`src/rtl/cmt_pkg.sv`:
```
// package: shared constants, codes and structs of the counting multiset table
`timescale 1ns / 1ps
`default_nettype none

package cmt_pkg;

    // table geometry
    localparam int ENTRIES = 256;
    localparam int IDX_W   = (ENTRIES > 1) ? $clog2(ENTRIES) : 1;

    // field widths
    localparam int MODE_W  = 2;
    localparam int KEY_W   = 32;
    localparam int STAT_W  = 2;
    localparam int CNT_W   = 16;
    localparam int TOT_W   = 24;

    localparam logic [CNT_W-1:0] COUNT_MAX = {CNT_W{1'b1}};
    localparam logic [TOT_W-1:0] TOTAL_MAX = {TOT_W{1'b1}};

    // operation codes
    localparam logic [MODE_W-1:0] MODE_ADD    = 2'd0;
    localparam logic [MODE_W-1:0] MODE_REMOVE = 2'd1;
    localparam logic [MODE_W-1:0] MODE_QUERY  = 2'd2;

    // status codes
    localparam logic [STAT_W-1:0] ST_OK     = 2'd0;
    localparam logic [STAT_W-1:0] ST_ABSENT = 2'd1;
    localparam logic [STAT_W-1:0] ST_FULL   = 2'd2;

    // search token that walks down the row of cells
    typedef struct packed {
        logic             valid;
        logic             found;
        logic [IDX_W-1:0] found_idx;
        logic [CNT_W-1:0] found_cnt;
        logic             free_found;
        logic [IDX_W-1:0] free_idx;
    } pkt_t;

    // slot update broadcast to all cells
    typedef struct packed {
        logic             we;
        logic [IDX_W-1:0] idx;
        logic [KEY_W-1:0] key;
        logic [CNT_W-1:0] count;
    } wr_t;

endpackage

`default_nettype wire

```
`src/rtl/cmt_cell.sv`:
```
// cell: one table slot with its match and free check, passes the token on
`timescale 1ns / 1ps
`default_nettype none

module cmt_cell
    import cmt_pkg::*;
(
    input  wire logic             clk,
    input  wire logic             rst_n,
    input  wire logic [IDX_W-1:0] idx,
    input  wire logic [KEY_W-1:0] key,
    input  wire pkt_t             pkt_in,
    input  wire wr_t              wr,
    output pkt_t                  pkt_out
);

    logic [KEY_W-1:0] key_reg;
    logic [CNT_W-1:0] count_reg;
    pkt_t             pkt_reg;
    pkt_t             pkt_next;
    logic             hit;
    logic             is_free;
    logic             sel;

    // local compare against the broadcast key
    assign is_free = (count_reg == '0);
    assign hit     = !is_free && (key_reg == key);
    assign sel     = wr.we && (wr.idx == idx);

    // fold this slot into the token
    always_comb
    begin
        pkt_next = pkt_in;
        if (hit)
        begin
            pkt_next.found     = 1'b1;
            pkt_next.found_idx = idx;
            pkt_next.found_cnt = count_reg;
        end
        if (is_free && !pkt_in.free_found)
        begin
            pkt_next.free_found = 1'b1;
            pkt_next.free_idx   = idx;
        end
        if (!pkt_in.valid)
        begin
            pkt_next = '0;
        end
    end

    // token register toward the next cell
    always_ff @(posedge clk or negedge rst_n)
    begin
        if (!rst_n)
        begin
            pkt_reg <= '0;
        end
        else
        begin
            pkt_reg <= pkt_next;
        end
    end

    // slot count, zero marks free
    always_ff @(posedge clk or negedge rst_n)
    begin
        if (!rst_n)
        begin
            count_reg <= '0;
        end
        else if (sel)
        begin
            count_reg <= wr.count;
        end
    end

    // slot key, meaningful only while the count is nonzero
    always_ff @(posedge clk)
    begin
        if (sel)
        begin
            key_reg <= wr.key;
        end
    end

    assign pkt_out = pkt_reg;

endmodule

`default_nettype wire

```
`config.mk`:
```
export PLATFORM = sky130hd
export DESIGN_NAME = cmt_cell
export DESIGN_NICKNAME = d
export VERILOG_FILES = /design/src/rtl/cmt_pkg.sv /design/src/rtl/cmt_cell.sv
export SDC_FILE = /design/constraint.sdc
export NUM_CORES = 1
export LEC_CHECK = 0
export ABC_AREA = 1
export BUFFER_PORTS_ARGS = -buffer_cell sky130_fd_sc_hd__buf_2
export CAP_MARGIN = 20
export CORE_MARGIN = 1
export CORE_UTILIZATION = 40
export DETAILED_ROUTE_END_ITERATION = 12
export MAX_ROUTING_LAYER = met4
export PLACE_DENSITY_LB_ADDON = 0.05
export SLEW_MARGIN = 20
export SYNTH_ARGS = -nofsm -noshare
export SYNTH_HDL_FRONTEND = slang
export SYNTH_SLANG_ARGS = --single-unit
```
`constraint.sdc`:
```
create_clock -name clk -period 1.5 [get_ports clk]
set_clock_uncertainty 0.1 [all_clocks]
set_input_delay 0.45 -clock clk [delete_from_list [all_inputs] [get_ports clk]]
set_output_delay 0.45 -clock clk [all_outputs]
set_load 0.01 [all_outputs]
```
; After elaboration in Yosys (flattened, before gate mapping)
; Index checks and enable logic that the tools add are counted.
; Widths: inputs -> output; s select.
[classes]
n_eq_ne = 2
n_mux = 3
reduce_logical = 6
[ops]
columns = op, n
row1 = $mux 35, 1
row2 = $eq 32x32->1, 1
row3 = $mux 25, 1
row4 = $logic_not 16->1, 1
row5 = $mux 9, 1
row6 = $eq 8x8->1, 1
row7 = $logic_and 1x1->1, 3
row8 = $logic_not 1->1, 2
[word_totals]
reg_bits = 83
in_bits = 134
output_inout_bits = 35
wordCells = 19

; Depth between registers and ports, before layout
[depth]
ltp_word = 5
mapped_depth = 12
mapped_depth_nobuf = 11

; Worst setup path after synthesis
; No wires, ideal clock.
[synth_timing]
kind = input port to flip-flop
startpoint = input idx[7]
endpoint = register key_reg[0] (enable)
t_arrival_ps = 1538
t_required_ps = 1023
path_slack_ps = -515
path_stages = 6
n_path_buf = 1
cell_sequence = inv_1 -> nor2_1 -> a211oi_1 -> nand3_1 -> nor2_2 -> buf_2
[synth_between]
elab_chain_len = 2
[synth_lines]
columns = element, line_no
row1 = start: declaration, cmt_cell.sv:10  ; input wire logic [IDX_W-1:0] idx,
row2 = $eq 8x8->1, cmt_cell.sv:28  ; assign sel = wr.we && (wr.idx == idx);
row3 = $logic_and 1x1->1, cmt_cell.sv:28
row4 = net sel, cmt_cell.sv:23  ; logic sel;
row5 = end signal: assignment, cmt_cell.sv:82  ; key_reg <= wr.key;
row6 = end: declaration, cmt_cell.sv:17  ; logic [KEY_W-1:0] key_reg;
; The timed path passes the listed nets, and every way through them passes these cells.
; A chain may end at the register's enable or synchronous reset.

==> flow_results.org <==
** Run status
- The flow ran to the end, but the final reports show violations.
- The checks that failed: negative setup slack.

** Routing
- Wire length per cell after detailed routing :: around 13 microns
- The pre-antenna-repair detailed-routing pass consisted of 4 iterations.
- Dividing the detail-routed via count by the number of cells gives between 4 and 5.
- Remaining number of nets flagged by the antenna check after routing :: 0
- Iter 0 DRT Violations :: 95
- The routed layout has between 3000 and 4000 vias.
- Number of DRC violations after detailed routing :: 0
- Total detailed-routing wirelength :: between 9000 and 10000 microns

** Placement
- DP HPWL :: 6870 microns
- Total of buffers placed on input and output ports :: roughly 170
- Placed instance area :: between 5000 and 6000 sq um
- Prior to clock tree synthesis, the placed netlist has a worst setup slack of -0.437 ns.
- Placer's final routability congestion estimate :: around 0.87

** Clock tree
- Clock slew at reported path FFs :: roughly 0.090 ns
- TritonCTS clock tree :: yes
- In this run the clock root is driven by a sky130_fd_sc_hd__clkbuf_8.
- For this design, the sink count on the clock tree is 83.
- H-tree depth reported by CTS :: 3
- Bufs on Longest Clock Path :: 2
- TritonCTS created 9 clock buffers.
- Later-pin clock latency in the skew report :: approximately 0.35 ns

** Critical path
- Startpoint of the worst setup timing path :: key_reg[20]$_DFFE_PP_
- The critical path runs through a total of 11 cells.
- CP arrival :: 1.92 ns
- CP cell instances :: nor2_4, nor2_1, nor2_1, nand2_1, nor2_4, nand2_2, nor2_4, buf_12, nand3_1, nand2_1, nor2_1
- For the worst setup path, the data required time is 1.65 ns.
- The slowest stage of the critical path belongs to the cell sky130_fd_sc_hd__edfxtp_1.
- Crit-path leading delay family :: simple AND/OR/NAND/NOR gates
- Capturing element type of the critical path :: flip-flop
- In this design, the stage delay of the slowest critical-path cell is approximately 0.44 ns.
- The worst setup path is of the reg2reg kind.
- Highest net fanout along the worst path :: 12
- Startpoint type of the worst setup path :: flip-flop
- The worst register-to-register path begins at key_reg[20]$_DFFE_PP_.
- For the worst flop-to-flop path, the logic depth is 11.
- The number of buffers and inverters on the critical path is 1.

** Yosys
- Sequential element share of the synthesized area :: 0.590
- Seq cells post-synth :: just over 80
- Counting every net in the synthesized netlist gives between 500 and 600.
- Most frequent cells after synthesis :: sky130_fd_sc_hd__nand2_1 (99), sky130_fd_sc_hd__nor2_1 (74), sky130_fd_sc_hd__inv_1 (54)
- Number of enable-type register cells in the synthesized netlist :: 32
- After synthesis the cells add up to between 3000 and 4000 sq um.
- Synthesis instantiated 23 different standard cells from the library.
- Portion of synthesized cell area occupied by the leading cell type :: 0.337
- Dominant cell by count in the synthesized netlist :: sky130_fd_sc_hd__nand2_1
- Yosys printed 0 warnings.
- Synth Flop Type :: sky130_fd_sc_hd__dfrtp_1
- Yosys attributes the largest share of cell area to sky130_fd_sc_hd__dfrtp_1 (34%), sky130_fd_sc_hd__edfxtp_1 (25%), sky130_fd_sc_hd__nand2_1 (9.8%), sky130_fd_sc_hd__nor2_1 (7.3%), sky130_fd_sc_hd__inv_1 (5.4%).
- Synthesis handed over a netlist of between 400 and 500 instances.
- Cell taking the most area after synthesis :: sky130_fd_sc_hd__dfrtp_1
- Synth async-reset ratio :: 0.614
- Mean instance size in the synthesized netlist :: 8.85 sq um

** Timing
- Setup WS post-layout :: -0.271 ns
- The number of pins exceeding their max-slew limit in the final report is 0.
- Hold Violations, Final :: 0
- Maximum clock frequency :: 0.565 GHz
- Setup violations remaining at the end of the flow were counted as 29.
- Unrepaired setup endpoints after global routing :: yes
- For the pin with the worst max-slew slack, the measured transition is 0.382 ns.
- Normalized max-slew margin :: 0.746
- After layout, the minimum clock period comes to roughly 1.8 ns.
- Final worst path period share :: 1.18

** Final layout
- Antenna diode count :: 0
- Of the cells placed in the final design, the portion with a size suffix greater than 1 is 0.460.
- Utilization of the core after routing :: 0.623
- Synth-to-Final Area Change :: 51.2%
- Final design instance area without fill :: around 5700 sq um
- The register with the most flip-flops in the layout has 35 of them.
- Post-layout net count :: ~780

** Floorplanning
- Std-Cell Rows :: 35
- The initial utilization of the core area, before any placement, comes to 0.412.
- The total area inside the core boundary comes to around 9200 sq um.
- In this run the horizontal extent of the chip is between 90 and 100 microns.
- In this run the vertical extent of the chip is between 90 and 100 microns.
- The floorplan step defined a die boundary enclosing just under 10000 sq um.
- Ports :: between 150 and 200

** Min path
- The tightest min-delay check is of the in2reg type.
- Cell depth of the worst hold path :: 1
- In this run the most critical hold path is launched from wr[44].

** Power
- In this run the power density over the cells is between 800 and 900 nW/um^2.
- Across the VDD grid, the largest voltage drop is between 0.0004 and 0.0005 V.
- Summed over all cells, the static leakage comes to approximately 2.9 nW.

** Global routing
- Total congestion overflow after global routing :: 0
- Total global-route track usage :: 0.201
- Largest net degree at the start of global routing :: between 50 and 60
- The via count of the first global-routing pass was around 3300.
- The number of antenna violations at the first check in global routing came to 0.
- The first global-routing pass estimated 14800 microns of wire.

** Job
- Number of violations of the max-capacitance limit :: 0
path summary, 6_finish.rpt:
| path | slack (ns) | end |
|---|---|---|
| max | -0.27 | pkt_out[29]$_DFF_PN0_ |
| min | 0.16 | key_reg[28]$_DFFE_PP_ |
| max reg2reg | -0.27 | pkt_out[29]$_DFF_PN0_ |
| min reg2reg | 0.52 | count_reg[14]$_DFFE_PN0P_ |
| max in group asynchronous | 0.54 | count_reg[3]$_DFFE_PN0P_ |
| min in group asynchronous | 0.54 | pkt_out[13]$_DFF_PN0_ |
placed cells by master (no fill, tap or decap), types with 5 or more instances in the layout:
master,synthesis,routed
sky130_fd_sc_hd__a21oi_1,10,6
sky130_fd_sc_hd__dfrtp_1,51,51
sky130_fd_sc_hd__nand2_1,99,91
sky130_fd_sc_hd__buf_2,5,166
sky130_fd_sc_hd__nand3_1,27,8
sky130_fd_sc_hd__o21ai_0,18,10
sky130_fd_sc_hd__inv_1,54,50
sky130_fd_sc_hd__nor2_4,2,6
sky130_fd_sc_hd__edfxtp_1,32,32
sky130_fd_sc_hd__nor2_1,74,71
sky130_fd_sc_hd__xnor2_1,19,15
sky130_fd_sc_hd__nand4_1,5,5
sky130_fd_sc_hd__buf_4,2,36
sky130_fd_sc_hd__o21ai_1,7,7
sky130_fd_sc_hd__clkbuf_8,0,9
sky130_fd_sc_hd__buf_12,0,7
sky130_fd_sc_hd__inv_2,9,10
sky130_fd_sc_hd__o21ai_2,0,7
sky130_fd_sc_hd__nand3_2,1,18
sky130_fd_sc_hd__nand2_2,0,8
per-stage QoR:
stage	power (mW)	cells	hold slack (ns)	TNS [ns]
after global placement	3.35	735	0.365	-23.89
after floorplan	2.88	428	0.0544	-5.51
after global routing	5.21	761	0.137	-10.60
after detailed placement	3.37	735	0.367	-26.64
final	4.97	761	0.164	-6.58
after CTS	4.98	752	0.146	-7.16
metal layers:
| metal | up-vias | track usage | share of wire | wire length, microns |
|---|---|---|---|---|
| met3 | 9 | 0.0513 | 0.068 | 662 |
| met5 | - | - | 0 | 0 |
| met1 | 1585 | 0.238 | 0.42 | 4150 |
| met2 | 115 | 0.338 | 0.50 | 4860 |
| li1 | 1761 | - | - | - |
| met4 | 0 | 0.0611 | 0.0095 | 93 |
worst reg2reg max path, stage by stage, from the launching register on:
cell and delay, ns:
sky130_fd_sc_hd__edfxtp_1 0.44, sky130_fd_sc_hd__nor2_4 0.12, sky130_fd_sc_hd__nor2_1 0.04, sky130_fd_sc_hd__nor2_1 0.11, sky130_fd_sc_hd__nand2_1 0.10, sky130_fd_sc_hd__nor2_4 0.14, sky130_fd_sc_hd__nand2_2 0.07, sky130_fd_sc_hd__nor2_4 0.19
sky130_fd_sc_hd__buf_12 0.18, sky130_fd_sc_hd__nand3_1 0.08, sky130_fd_sc_hd__nand2_1 0.07, sky130_fd_sc_hd__nor2_1 0.04
where the power goes:
part | leakage [nW] | internal, mW | switching [mW]
sequential | 0.891 | 2.49 | 0.0428
clock | 0.0947 | 0.765 | 0.843
combinational | 1.89 | 0.431 | 0.396
cells by family after synthesis:
| logic type | Yosys count | share of synthesized area |
|---|---|---|
| flops | 83 | 0.590 |
| buf+inv | 76 | 0.0829 |
| xor+xnor | 20 | 0.0462 |
| compound gates | 37 | 0.0499 |
| simple gates | 212 | 0.231 |
area by class of cell:
type / count / area, sq um
fill: 821 / 3470
sequential: 83 / 2240
multi-input combinational: 269 / 1480
timing repair buffer: 219 / 1420
inverter: 63 / 262
tap: 111 / 139
clock buffer: 9 / 124
clock inverter: 7 / 67.6
repair_timing:
item                                    in CTS  in global routing
pin swaps                                    1                  7
endpoints found under the setup margin      25                 65
hold buffers                                 1                  0
gates resized for setup                      1                 49
endpoints found under the hold margin       51                  0
buffers inserted                             0                  3
cloned                                       0                  6
No activity file was read; power rests on OpenSTA's default activity.
